--- src/rtl/core/command_text_tokenizer_unit_defines.svh ---
// Assertion macros for the command text tokenizer.
// No dependencies; included by the top level before its module header.
`ifndef COMMAND_TEXT_TOKENIZER_UNIT_DEFINES_SVH
`define COMMAND_TEXT_TOKENIZER_UNIT_DEFINES_SVH

// Same-cycle implication, checked out of reset.
`define CTT_ASSERT_IMPL(label, ante, cons, msg) \
    label: assert property (@(posedge i_clk) disable iff (!i_rst_n) (ante) |-> (cons)) \
        else $error(msg);

// Next-cycle implication, checked out of reset.
`define CTT_ASSERT_NEXT(label, ante, cons, msg) \
    label: assert property (@(posedge i_clk) disable iff (!i_rst_n) (ante) |=> (cons)) \
        else $error(msg);

`endif

--- src/rtl/core/ctt_pkg.sv ---
// Types, character codes and classifier functions for the command text tokenizer.
// No dependencies.
package ctt_pkg;

    typedef struct packed {
        logic [7:0] in_byte;
        logic       end_of_input;
    } t_in_item;

    typedef struct packed {
        logic [7:0] out_char;
        logic [1:0] kind;
        logic       last_in_run;
    } t_out_item;

    localparam logic [1:0] KIND_CHAR      = 2'd0;
    localparam logic [1:0] KIND_END_TOKEN = 2'd1;
    localparam logic [1:0] KIND_END_CMDS  = 2'd2;

    localparam logic [7:0] CH_NUL    = 8'h00;
    localparam logic [7:0] CH_TAB    = 8'h09;
    localparam logic [7:0] CH_LF     = 8'h0A;
    localparam logic [7:0] CH_CR     = 8'h0D;
    localparam logic [7:0] CH_SPACE  = 8'h20;
    localparam logic [7:0] CH_DQUOTE = 8'h22;
    localparam logic [7:0] CH_HASH   = 8'h23;
    localparam logic [7:0] CH_SQUOTE = 8'h27;
    localparam logic [7:0] CH_COMMA  = 8'h2C;
    localparam logic [7:0] CH_SLASH  = 8'h2F;
    localparam logic [7:0] CH_EOC    = 8'hFF;

    // most results one byte can cause
    localparam int MAX_RESULTS = 4;

    function automatic logic is_sep(input logic [7:0] c);
        return (c == CH_NUL) || (c == CH_LF) || (c == CH_CR) || (c == CH_TAB)
            || (c == CH_SPACE) || (c == CH_COMMA);
    endfunction

    function automatic logic is_quote(input logic [7:0] c);
        return (c == CH_DQUOTE) || (c == CH_SQUOTE);
    endfunction

endpackage

--- src/rtl/core/command_text_tokenizer_unit.sv ---
// Command text tokenizer top level: input register, per-byte decode, result register.
// Depends on ctt_pkg and command_text_tokenizer_unit_defines.svh.
//
// Usage:
//   Input channel (i_in_valid / i_in_data / o_in_stall) takes one text byte per beat,
//   with end_of_input marking the last byte of the stream. Output channel
//   (o_out_valid / o_out_data / i_out_stall) gives token characters, end-of-token
//   markers and one end-of-commands marker; last_in_run flags the final result of
//   each byte. i_cfg_wr_en / i_cfg_wr_data write comments_enabled while idle.
// Path: a byte taken into the input register is decoded; its results are registered.
// Throughput: one byte per cycle, while the output is not stalled, for bytes that
//   give at most one result. A byte with several results holds the input register
//   until its last result is taken, since the single result register takes one
//   result per cycle. Bytes with no result retire even while the output stalls.
// Reset: scan state returns to between tokens, comments_enabled to 1, both
//   channels empty. After end of commands every byte is consumed silently until
//   the next reset.
// Stall: a stalled result holds in the output register; a held byte that still
//   has results to give then stays in the input register and o_in_stall rises.
`include "command_text_tokenizer_unit_defines.svh"

module command_text_tokenizer_unit (
    input  logic               i_clk,
    input  logic               i_rst_n,
    input  logic               i_in_valid,
    input  ctt_pkg::t_in_item  i_in_data,
    output logic               o_in_stall,
    output logic               o_out_valid,
    output ctt_pkg::t_out_item o_out_data,
    input  logic               i_out_stall,
    input  logic               i_cfg_wr_en,
    input  logic               i_cfg_wr_data
);
    import ctt_pkg::*;

    typedef enum logic [5:0] {
        ST_IDLE    = 6'b000001,
        ST_PLAIN   = 6'b000010,
        ST_QUOTE   = 6'b000100,
        ST_SLASH   = 6'b001000,
        ST_COMMENT = 6'b010000,
        ST_DONE    = 6'b100000
    } t_state;

    t_state     r_state, n_state;
    logic       r_comments_en;
    logic       r_in_valid;
    t_in_item   r_in;
    logic [1:0] r_idx;
    logic       r_out_valid;
    t_out_item  r_out;

    logic [1:0] g_kind [MAX_RESULTS];
    logic [7:0] g_char [MAX_RESULTS];
    logic [2:0] g_cnt;

    logic       out_free;
    logic       emit;
    logic       is_last;
    logic       retire;
    logic [7:0] c;

    assign c = r_in.in_byte;

    // Decode of the held byte: result list and next scan state.
    always_comb begin
        for (int i = 0; i < MAX_RESULTS; i++) begin
            g_kind[i] = KIND_END_CMDS;
            g_char[i] = CH_NUL;
        end
        g_cnt   = 3'd0;
        n_state = r_state;

        unique case (r_state)
            ST_DONE: begin
                n_state = ST_DONE;
            end
            ST_PLAIN: begin
                if (is_sep(c)) begin
                    g_kind[g_cnt[1:0]] = KIND_END_TOKEN;
                    g_cnt   = g_cnt + 3'd1;
                    n_state = ST_IDLE;
                end else begin
                    g_kind[g_cnt[1:0]] = KIND_CHAR;
                    g_char[g_cnt[1:0]] = c;
                    g_cnt   = g_cnt + 3'd1;
                    n_state = ST_PLAIN;
                end
            end
            ST_QUOTE: begin
                if (is_quote(c)) begin
                    g_kind[g_cnt[1:0]] = KIND_END_TOKEN;
                    g_cnt   = g_cnt + 3'd1;
                    n_state = ST_IDLE;
                end else begin
                    g_kind[g_cnt[1:0]] = KIND_CHAR;
                    g_char[g_cnt[1:0]] = (c == CH_TAB) ? CH_SPACE : c;
                    g_cnt = g_cnt + 3'd1;
                end
            end
            ST_SLASH: begin
                if (c == CH_SLASH) begin
                    n_state = ST_COMMENT;
                end else begin
                    // lone slash: emit it, then the byte continues the token or, if a separator, ends it
                    g_kind[g_cnt[1:0]] = KIND_CHAR;
                    g_char[g_cnt[1:0]] = CH_SLASH;
                    g_cnt = g_cnt + 3'd1;
                    if (is_sep(c)) begin
                        g_kind[g_cnt[1:0]] = KIND_END_TOKEN;
                        g_cnt   = g_cnt + 3'd1;
                        n_state = ST_IDLE;
                    end else begin
                        g_kind[g_cnt[1:0]] = KIND_CHAR;
                        g_char[g_cnt[1:0]] = c;
                        g_cnt   = g_cnt + 3'd1;
                        n_state = ST_PLAIN;
                    end
                end
            end
            ST_COMMENT: begin
                if ((c == CH_LF) || (c == CH_CR)) begin
                    n_state = ST_IDLE;
                end
            end
            default: begin
                // between tokens; stray codes behave the same
                n_state = ST_IDLE;
                if (is_sep(c)) begin
                    n_state = ST_IDLE;
                end else if (c == CH_EOC) begin
                    g_kind[g_cnt[1:0]] = KIND_END_CMDS;
                    g_cnt   = g_cnt + 3'd1;
                    n_state = ST_DONE;
                end else if (r_comments_en && (c == CH_HASH)) begin
                    n_state = ST_COMMENT;
                end else if (r_comments_en && (c == CH_SLASH)) begin
                    n_state = ST_SLASH;
                end else if (is_quote(c)) begin
                    n_state = ST_QUOTE;
                end else begin
                    g_kind[g_cnt[1:0]] = KIND_CHAR;
                    g_char[g_cnt[1:0]] = c;
                    g_cnt   = g_cnt + 3'd1;
                    n_state = ST_PLAIN;
                end
            end
        endcase

        // stream end: flush any open token, then end of commands
        if (r_in.end_of_input && (r_state != ST_DONE) && (n_state != ST_DONE)) begin
            if (n_state == ST_SLASH) begin
                g_kind[g_cnt[1:0]] = KIND_CHAR;
                g_char[g_cnt[1:0]] = CH_SLASH;
                g_cnt = g_cnt + 3'd1;
                g_kind[g_cnt[1:0]] = KIND_END_TOKEN;
                g_cnt = g_cnt + 3'd1;
            end else if ((n_state == ST_PLAIN) || (n_state == ST_QUOTE)) begin
                g_kind[g_cnt[1:0]] = KIND_END_TOKEN;
                g_cnt = g_cnt + 3'd1;
            end
            g_kind[g_cnt[1:0]] = KIND_END_CMDS;
            g_cnt   = g_cnt + 3'd1;
            n_state = ST_DONE;
        end
    end

    assign out_free   = !r_out_valid || !i_out_stall;
    assign emit       = r_in_valid && (g_cnt != 3'd0) && out_free;
    assign is_last    = ({1'b0, r_idx} == (g_cnt - 3'd1));
    assign retire     = r_in_valid && ((g_cnt == 3'd0) || (emit && is_last));
    assign o_in_stall = r_in_valid && !retire;

    always_ff @(posedge i_clk) begin
        if (!i_rst_n) begin
            r_state       <= ST_IDLE;
            r_comments_en <= 1'b1;
            r_in_valid    <= 1'b0;
            r_idx         <= 2'd0;
            r_out_valid   <= 1'b0;
        end else begin
            if (i_cfg_wr_en) begin
                r_comments_en <= i_cfg_wr_data;
            end
            if (retire) begin
                r_state <= n_state;
                r_idx   <= 2'd0;
            end else if (emit) begin
                r_idx <= r_idx + 2'd1;
            end
            if (!r_in_valid || retire) begin
                r_in_valid <= i_in_valid;
            end
            if (emit) begin
                r_out_valid <= 1'b1;
            end else if (!i_out_stall) begin
                r_out_valid <= 1'b0;
            end
        end
    end

    // payload registers, no reset
    always_ff @(posedge i_clk) begin
        if (i_in_valid && !o_in_stall) begin
            r_in <= i_in_data;
        end
        if (emit) begin
            r_out.out_char    <= g_char[r_idx];
            r_out.kind        <= g_kind[r_idx];
            r_out.last_in_run <= is_last;
        end
    end

    assign o_out_valid = r_out_valid;
    assign o_out_data  = r_out;

    `CTT_ASSERT_IMPL(a_idx_in_range, r_in_valid && (g_cnt != 3'd0), {1'b0, r_idx} < g_cnt,
        "result index beyond the byte's result count")
    `CTT_ASSERT_IMPL(a_done_silent, r_in_valid && (r_state == ST_DONE), retire && !emit,
        "byte after end of commands produced a result")
    `CTT_ASSERT_NEXT(a_state_only_on_retire, !retire, $stable(r_state),
        "scan state changed without retiring a byte")

endmodule

--- config.mk ---
export PLATFORM = sky130hd
export DESIGN_NAME = command_text_tokenizer_unit
export DESIGN_NICKNAME = d
export VERILOG_FILES = /design/src/rtl/core/ctt_pkg.sv /design/src/rtl/core/command_text_tokenizer_unit.sv
export VERILOG_INCLUDE_DIRS = /design/src /design/src/rtl/core
export SDC_FILE = /design/constraint.sdc
export NUM_CORES = 1
export LEC_CHECK = 0
export BUFFER_PORTS_ARGS = -buffer_cell sky130_fd_sc_hd__buf_4
export CAP_MARGIN = 20
export CORE_MARGIN = 5
export CORE_UTILIZATION = 45
export CTS_CLUSTER_DIAMETER = 200
export DETAILED_ROUTE_END_ITERATION = 6
export HOLD_SLACK_MARGIN = 0.08
export PLACE_DENSITY_LB_ADDON = 0.05
export SLEW_MARGIN = 20
export SYNTH_ARGS = -nofsm -noshare
export SYNTH_HDL_FRONTEND = slang
export SYNTH_SLANG_ARGS = --single-unit
--- constraint.sdc ---
create_clock -name i_clk -period 14.75 [get_ports i_clk]
set_input_delay 4.425 -clock i_clk [delete_from_list [all_inputs] [get_ports i_clk]]
set_output_delay 4.425 -clock i_clk [all_outputs]
set_load 0.1 [all_outputs]
# Word-level counts from Yosys, hierarchy flattened
# Cells that the tools add are included.
# Widths: inputs -> output; s select.
# totals
reg_bits,31
inputBits,15
out_inout_bits,13
wordCells,163
# classes
add_sub_neg,5
magnitude_cmp,7
n_eq_ne,22
n_mux,65
n_bitwise,19
n_reduce_logical,35
# ops
op,count
$mux 8,16
$mux 32,2
$eq 8x6->1 const B,6
$mux 6,6
$pmux 8 s4,1
$pmux 6 s5,1
$mux 2,13
$eq 8x4->1 const B,3
$or 20x20->20,1
$bmux 8 s2,1
$demux 8 s2,1
$mux 3,5
$mux 14,1
$logic_and 1x1->1,13
$and 12x12->12,1
$and 4x4->4,3
$demux 2 s2,3
$eq 6x2->1 const B,2
$eq 6x3->1 const B,2
$eq 6x4->1 const B,2
$ge 3x3->1 const B,4
$ne 6x6->1 const B,2
$not 12->12,1
$not 2->3,4
other kinds (26),59

# Depth between registers and ports, before layout
# logic_depth
word_depth,26
depth_mapped,20
depth_no_buf,18

# Worst setup path before layout
# No wires, ideal clock.
# synth_timing
path_type,input-to-output
from,input i_out_stall
to,output o_in_stall
arrival_ns,6.658
t_required_ns,10.325
path_slack_ns,3.667
stages,3
n_path_buf,0
cell_sequence,a21oi_1 and3_2 a21oi_1
# synth_via
elab_chain_cells,8
# synth_rtl
item,line,text
"start, declared",command_text_tokenizer_unit.sv:30,"input logic i_out_stall,"
$logic_not 1->1,n/a,
$logic_or 1x1->1,command_text_tokenizer_unit.sv:168,assign out_free = !r_out_valid || !i_out_stall;
$logic_and 1x1->1,command_text_tokenizer_unit.sv:169,assign emit = r_in_valid && (g_cnt != 3'd0) && out_free;
$logic_and 1x1->1,command_text_tokenizer_unit.sv:171,assign retire = r_in_valid && ((g_cnt == 3'd0) || (emit && is_last));
$logic_or 1x1->1,command_text_tokenizer_unit.sv:171,
$logic_and 1x1->1,command_text_tokenizer_unit.sv:171,
$logic_not 1->1,command_text_tokenizer_unit.sv:172,assign o_in_stall = r_in_valid && !retire;
$logic_and 1x1->1,command_text_tokenizer_unit.sv:172,
"end, declared",command_text_tokenizer_unit.sv:27,"output logic o_in_stall,"
# No other way between the ends.

# Worst setup path in the final report
# layout_timing
from,input i_out_stall
to,output o_in_stall
# layout_via
elab_chain_cells,8
# layout_rtl
item,line,text
$logic_not 1->1,n/a,
$logic_or 1x1->1,command_text_tokenizer_unit.sv:168,
$logic_and 1x1->1,command_text_tokenizer_unit.sv:169,
named net emit,command_text_tokenizer_unit.sv:58,logic emit;
$logic_and 1x1->1,command_text_tokenizer_unit.sv:171,
$logic_or 1x1->1,command_text_tokenizer_unit.sv:171,
$logic_and 1x1->1,command_text_tokenizer_unit.sv:171,
$logic_not 1->1,command_text_tokenizer_unit.sv:172,
$logic_and 1x1->1,command_text_tokenizer_unit.sv:172,
# The timed path passes the listed nets, and every way through them passes these cells.

==> results.toml <==
[pwr]
power.switching_mw = 0.1610
power.static_leakage_nw = 1.140
share_seq_of_total_power_pct = 34.8
comb_power_share_pct = 47.0
final_power_mw = 0.3652
switch_share_pct = 44.08
power.internal_mw = 0.2042
vdd_drop_max_uv = 66.45
pwr-share-clk_pct = 18.2
powerDensity_nw_per_um2 = 133.9

[timing]
crit_path_time_final_ps = 10030
max_clock_freq_ghz = 0.09970
report.final.setup_viol = 0
timing.final.max_slew_violations = 0
final-hold-violation-count = 0
tns_ps = 0
worst_pin_slew_ps = 967.3
fin_hold_ws_ps = 494.6
final.setup_skew_ps = 7.765
finalCritPeriodShare_pct = 68.00
timing.final.ws_setup_ps = 4720
max_slew_margin_pct = 35.51
rsz0062_at_grt = "no"

[yosys]
synthFlopType = "sky130_fd_sc_hd__edfxtp_1"
seq_area_frac_synth_pct = 34.01
yosys_register_bits = 31
synthesis.area_um2 = 2414
synth-warning-count = 0
synth.most_common_cell = "sky130_fd_sc_hd__nand2_1"
synth.cells.most_frequent = "sky130_fd_sc_hd__nand2_1, sky130_fd_sc_hd__edfxtp_1, sky130_fd_sc_hd__a21oi_1, sky130_fd_sc_hd__nor2_1, sky130_fd_sc_hd__ha_1"
postSynthAreaPerCell_um2 = 9.502
synth.distinct_cells = 70
synth.net_count = 282
synth_top_cell_area_share_pct = 24.88
post-synth-top-area-cell = "sky130_fd_sc_hd__edfxtp_1"
synth_top_cells_by_area = "sky130_fd_sc_hd__edfxtp_1, sky130_fd_sc_hd__dfxtp_1, sky130_fd_sc_hd__ha_1"
synth_async_sr_flop_share_pct = 0
synth_edf_count = 20
syn_inst = 254

[finish]
fillCellCount = 489
area_delta_synth_final_pct = 13.01
fin_cells = 350
antennaDiodeCount = 0
final_design_area_excluding_fillers_um2 = 2728
final_nets = 307
fin_util_pct = 52.73
drive_above_1_share_pct = 22.50

[critical_path]
reg2reg_from = "c[7]"
slowest_delay_ps = 340
setup.worst_path.class = "input pin to output port"
critPathLaunchType = "input pin"
crit_fanout = 14
critical_path.endpoint_type = "output port"
worst-r2r-cell-count = 18
crit_top_cell = "sky130_fd_sc_hd__buf_4"
worstPathCellList = "buf_4 -> a21oi_1 -> buf_4 -> and3_2 -> a21oi_1 -> buf_4"
r2r-end = "r_in[0]"
timing.reg2reg.setup_slack_ps = 9380
slowest_stage = "sky130_fd_sc_hd__buf_4"
critPathArrivalTime_ps = 5610
worst-endpoint-required_ps = 10320

[floorplan]
placementRows = 26
io-pin-count = 28
die-area_um2 = 6928
die_wd_um = 83.24
floorplan.initialDensity_pct = 46.66
die_height_um = 83.24
core-area_um2 = 5172

[detailed_routing]
detail_route.first_pass.iterations = 4
first_iter_violations = 111
vias = 1942
detail_route.wirelength_mm = 5.458
drc = 0
postRouteAntennaNets = 0
routedWlPerCell_um = 15.59
via_per_inst = 5.549

[clock_tree]
cts-buffers-inserted = 5
tritoncts = "built"
clock_latency_ps = 290
postCtsSetupBuffers = 0
clock_sink_count = 31
cts.repair.resized = 0
clock_tree.htree_level_count = 2
cts.root.buffer_cell = "sky130_fd_sc_hd__clkbuf_8"
ctsHoldBuffers = 0
clk_pin_slew_worst_paths_ps = 60
clockBufferDepth = 2

[hold_path]
hold_class = "register to register"
whs_endpoint = "r_state[4]"
hold_start = "r_state[4]"
worst_hold_path.num_cells = 2

[placement]
pre_cts_ws_ps = 4726
place.port_buffers = 27
globalplace.congestion = 0.8496
place_area_um2 = 2643
place_inst = 342
place_hpwl_mm = 4.031

[global_routing]
grt_util_all_layers_pct = 16.31
grt_first_pass_wirelength_mm = 9.356
first_global_vias = 1868
grt_max_degree = 17
grt_antenna_before_repair = 0
grt_overflow = 0

[status]
status = "finished, final reports clean"

[job]
max_cap_viol_count = 0
==> layout make-up <==
type                            instances  area [µm²]  share of cell area, %
Clock buffer                            6       72.57                  2.661
Inverter                               11       41.29                  1.514
Tap cell                               70       87.58                  3.211
Sequential cell                        31       820.8                  30.09
Clock inverter                          2       12.51                 0.4587
Timing Repair Buffer                   28       210.2                  7.706
Multi-Input combinational cell        202        1483                  54.36
==> metal layers <==
metal  track usage [%]  up-vias  wire length (µm)
li1                  -      996                 -
met1             23.44      897              2715
met2             24.78       42              2405
met4             4.606        0                91
met5                 0        -                 0
met3             3.069        7               246
==> registers in the layout, summed over array words and instances (netlist names) <==
register / cells
r_in_valid: 1
o_out_data: 11
c: 8
r_comments_en: 1
r_in: 1
r_idx: 2
r_state: 6
o_out_valid: 1
==> cells by family after synthesis <==
| group | count (synthesis) | synth area share [%] |
|---|---|---|
| flops | 31 | 34.01 |
| buf+inv | 21 | 4.562 |
| compound gates | 71 | 22.65 |
| xor+xnor | 10 | 4.251 |
| fa+ha+maj | 13 | 6.739 |
| mux | 7 | 3.110 |
| simple gates | 101 | 24.68 |
==> how the worst max path moves through the flow <==
| stage | startpoint | slack, ps | to |
|---|---|---|---|
| floorplan | i_out_stall | 3670 | o_in_stall |
| global placement | i_out_stall | 4740 | o_in_stall |
| detailed placement | i_out_stall | 4730 | o_in_stall |
| CTS | i_out_stall | 4720 | o_in_stall |
| global route | i_out_stall | 4670 | o_in_stall |
| finish | i_out_stall | 4720 | o_in_stall |
==> power groups by stage <==
| stage | logic (mW) | registers [mW] | clock network [mW] |
|---|---|---|---|
| floorplan | 0.0970 | 0.171 | 0 |
| global placement | 0.172 | 0.129 | 0 |
| detailed placement | 0.172 | 0.129 | 0 |
| CTS | 0.173 | 0.127 | 0.0686 |
| global route | 0.185 | 0.129 | 0.0727 |
| finish | 0.172 | 0.127 | 0.0665 |
==> layout by cell type (no fill, tap or decap), types with 3 or more instances in the layout <==
master / instances
sky130_fd_sc_hd__mux2i_1: 6
sky130_fd_sc_hd__and3_2: 6
sky130_fd_sc_hd__nor2_1: 18
sky130_fd_sc_hd__nand2_1: 24
sky130_fd_sc_hd__edfxtp_1: 20
sky130_fd_sc_hd__a21oi_1: 18
sky130_fd_sc_hd__nand3b_1: 3
sky130_fd_sc_hd__nand2b_1: 5
sky130_fd_sc_hd__o21ai_0: 8
sky130_fd_sc_hd__nor4b_1: 3
sky130_fd_sc_hd__nand3_1: 7
sky130_fd_sc_hd__ha_1: 13
sky130_fd_sc_hd__buf_4: 28
sky130_fd_sc_hd__a21o_1: 4
sky130_fd_sc_hd__inv_1: 11
sky130_fd_sc_hd__and3_1: 5
sky130_fd_sc_hd__and2_2: 3
sky130_fd_sc_hd__o31ai_1: 3
sky130_fd_sc_hd__or3_1: 3
sky130_fd_sc_hd__dfxtp_1: 11
sky130_fd_sc_hd__clkbuf_8: 5
sky130_fd_sc_hd__xor2_1: 3
sky130_fd_sc_hd__nor3_1: 3
sky130_fd_sc_hd__xnor2_1: 5
sky130_fd_sc_hd__o21a_1: 7
sky130_fd_sc_hd__a22oi_1: 4
==> worst max-delay path, delay by kind of cell <==
kind                   cells  cell delay, ps
AO/OA/AOI/OAI              2             300
AND/OR/NAND/NOR            1             250
buffers and inverters      3             620
(Power assumes the default switching activity.)
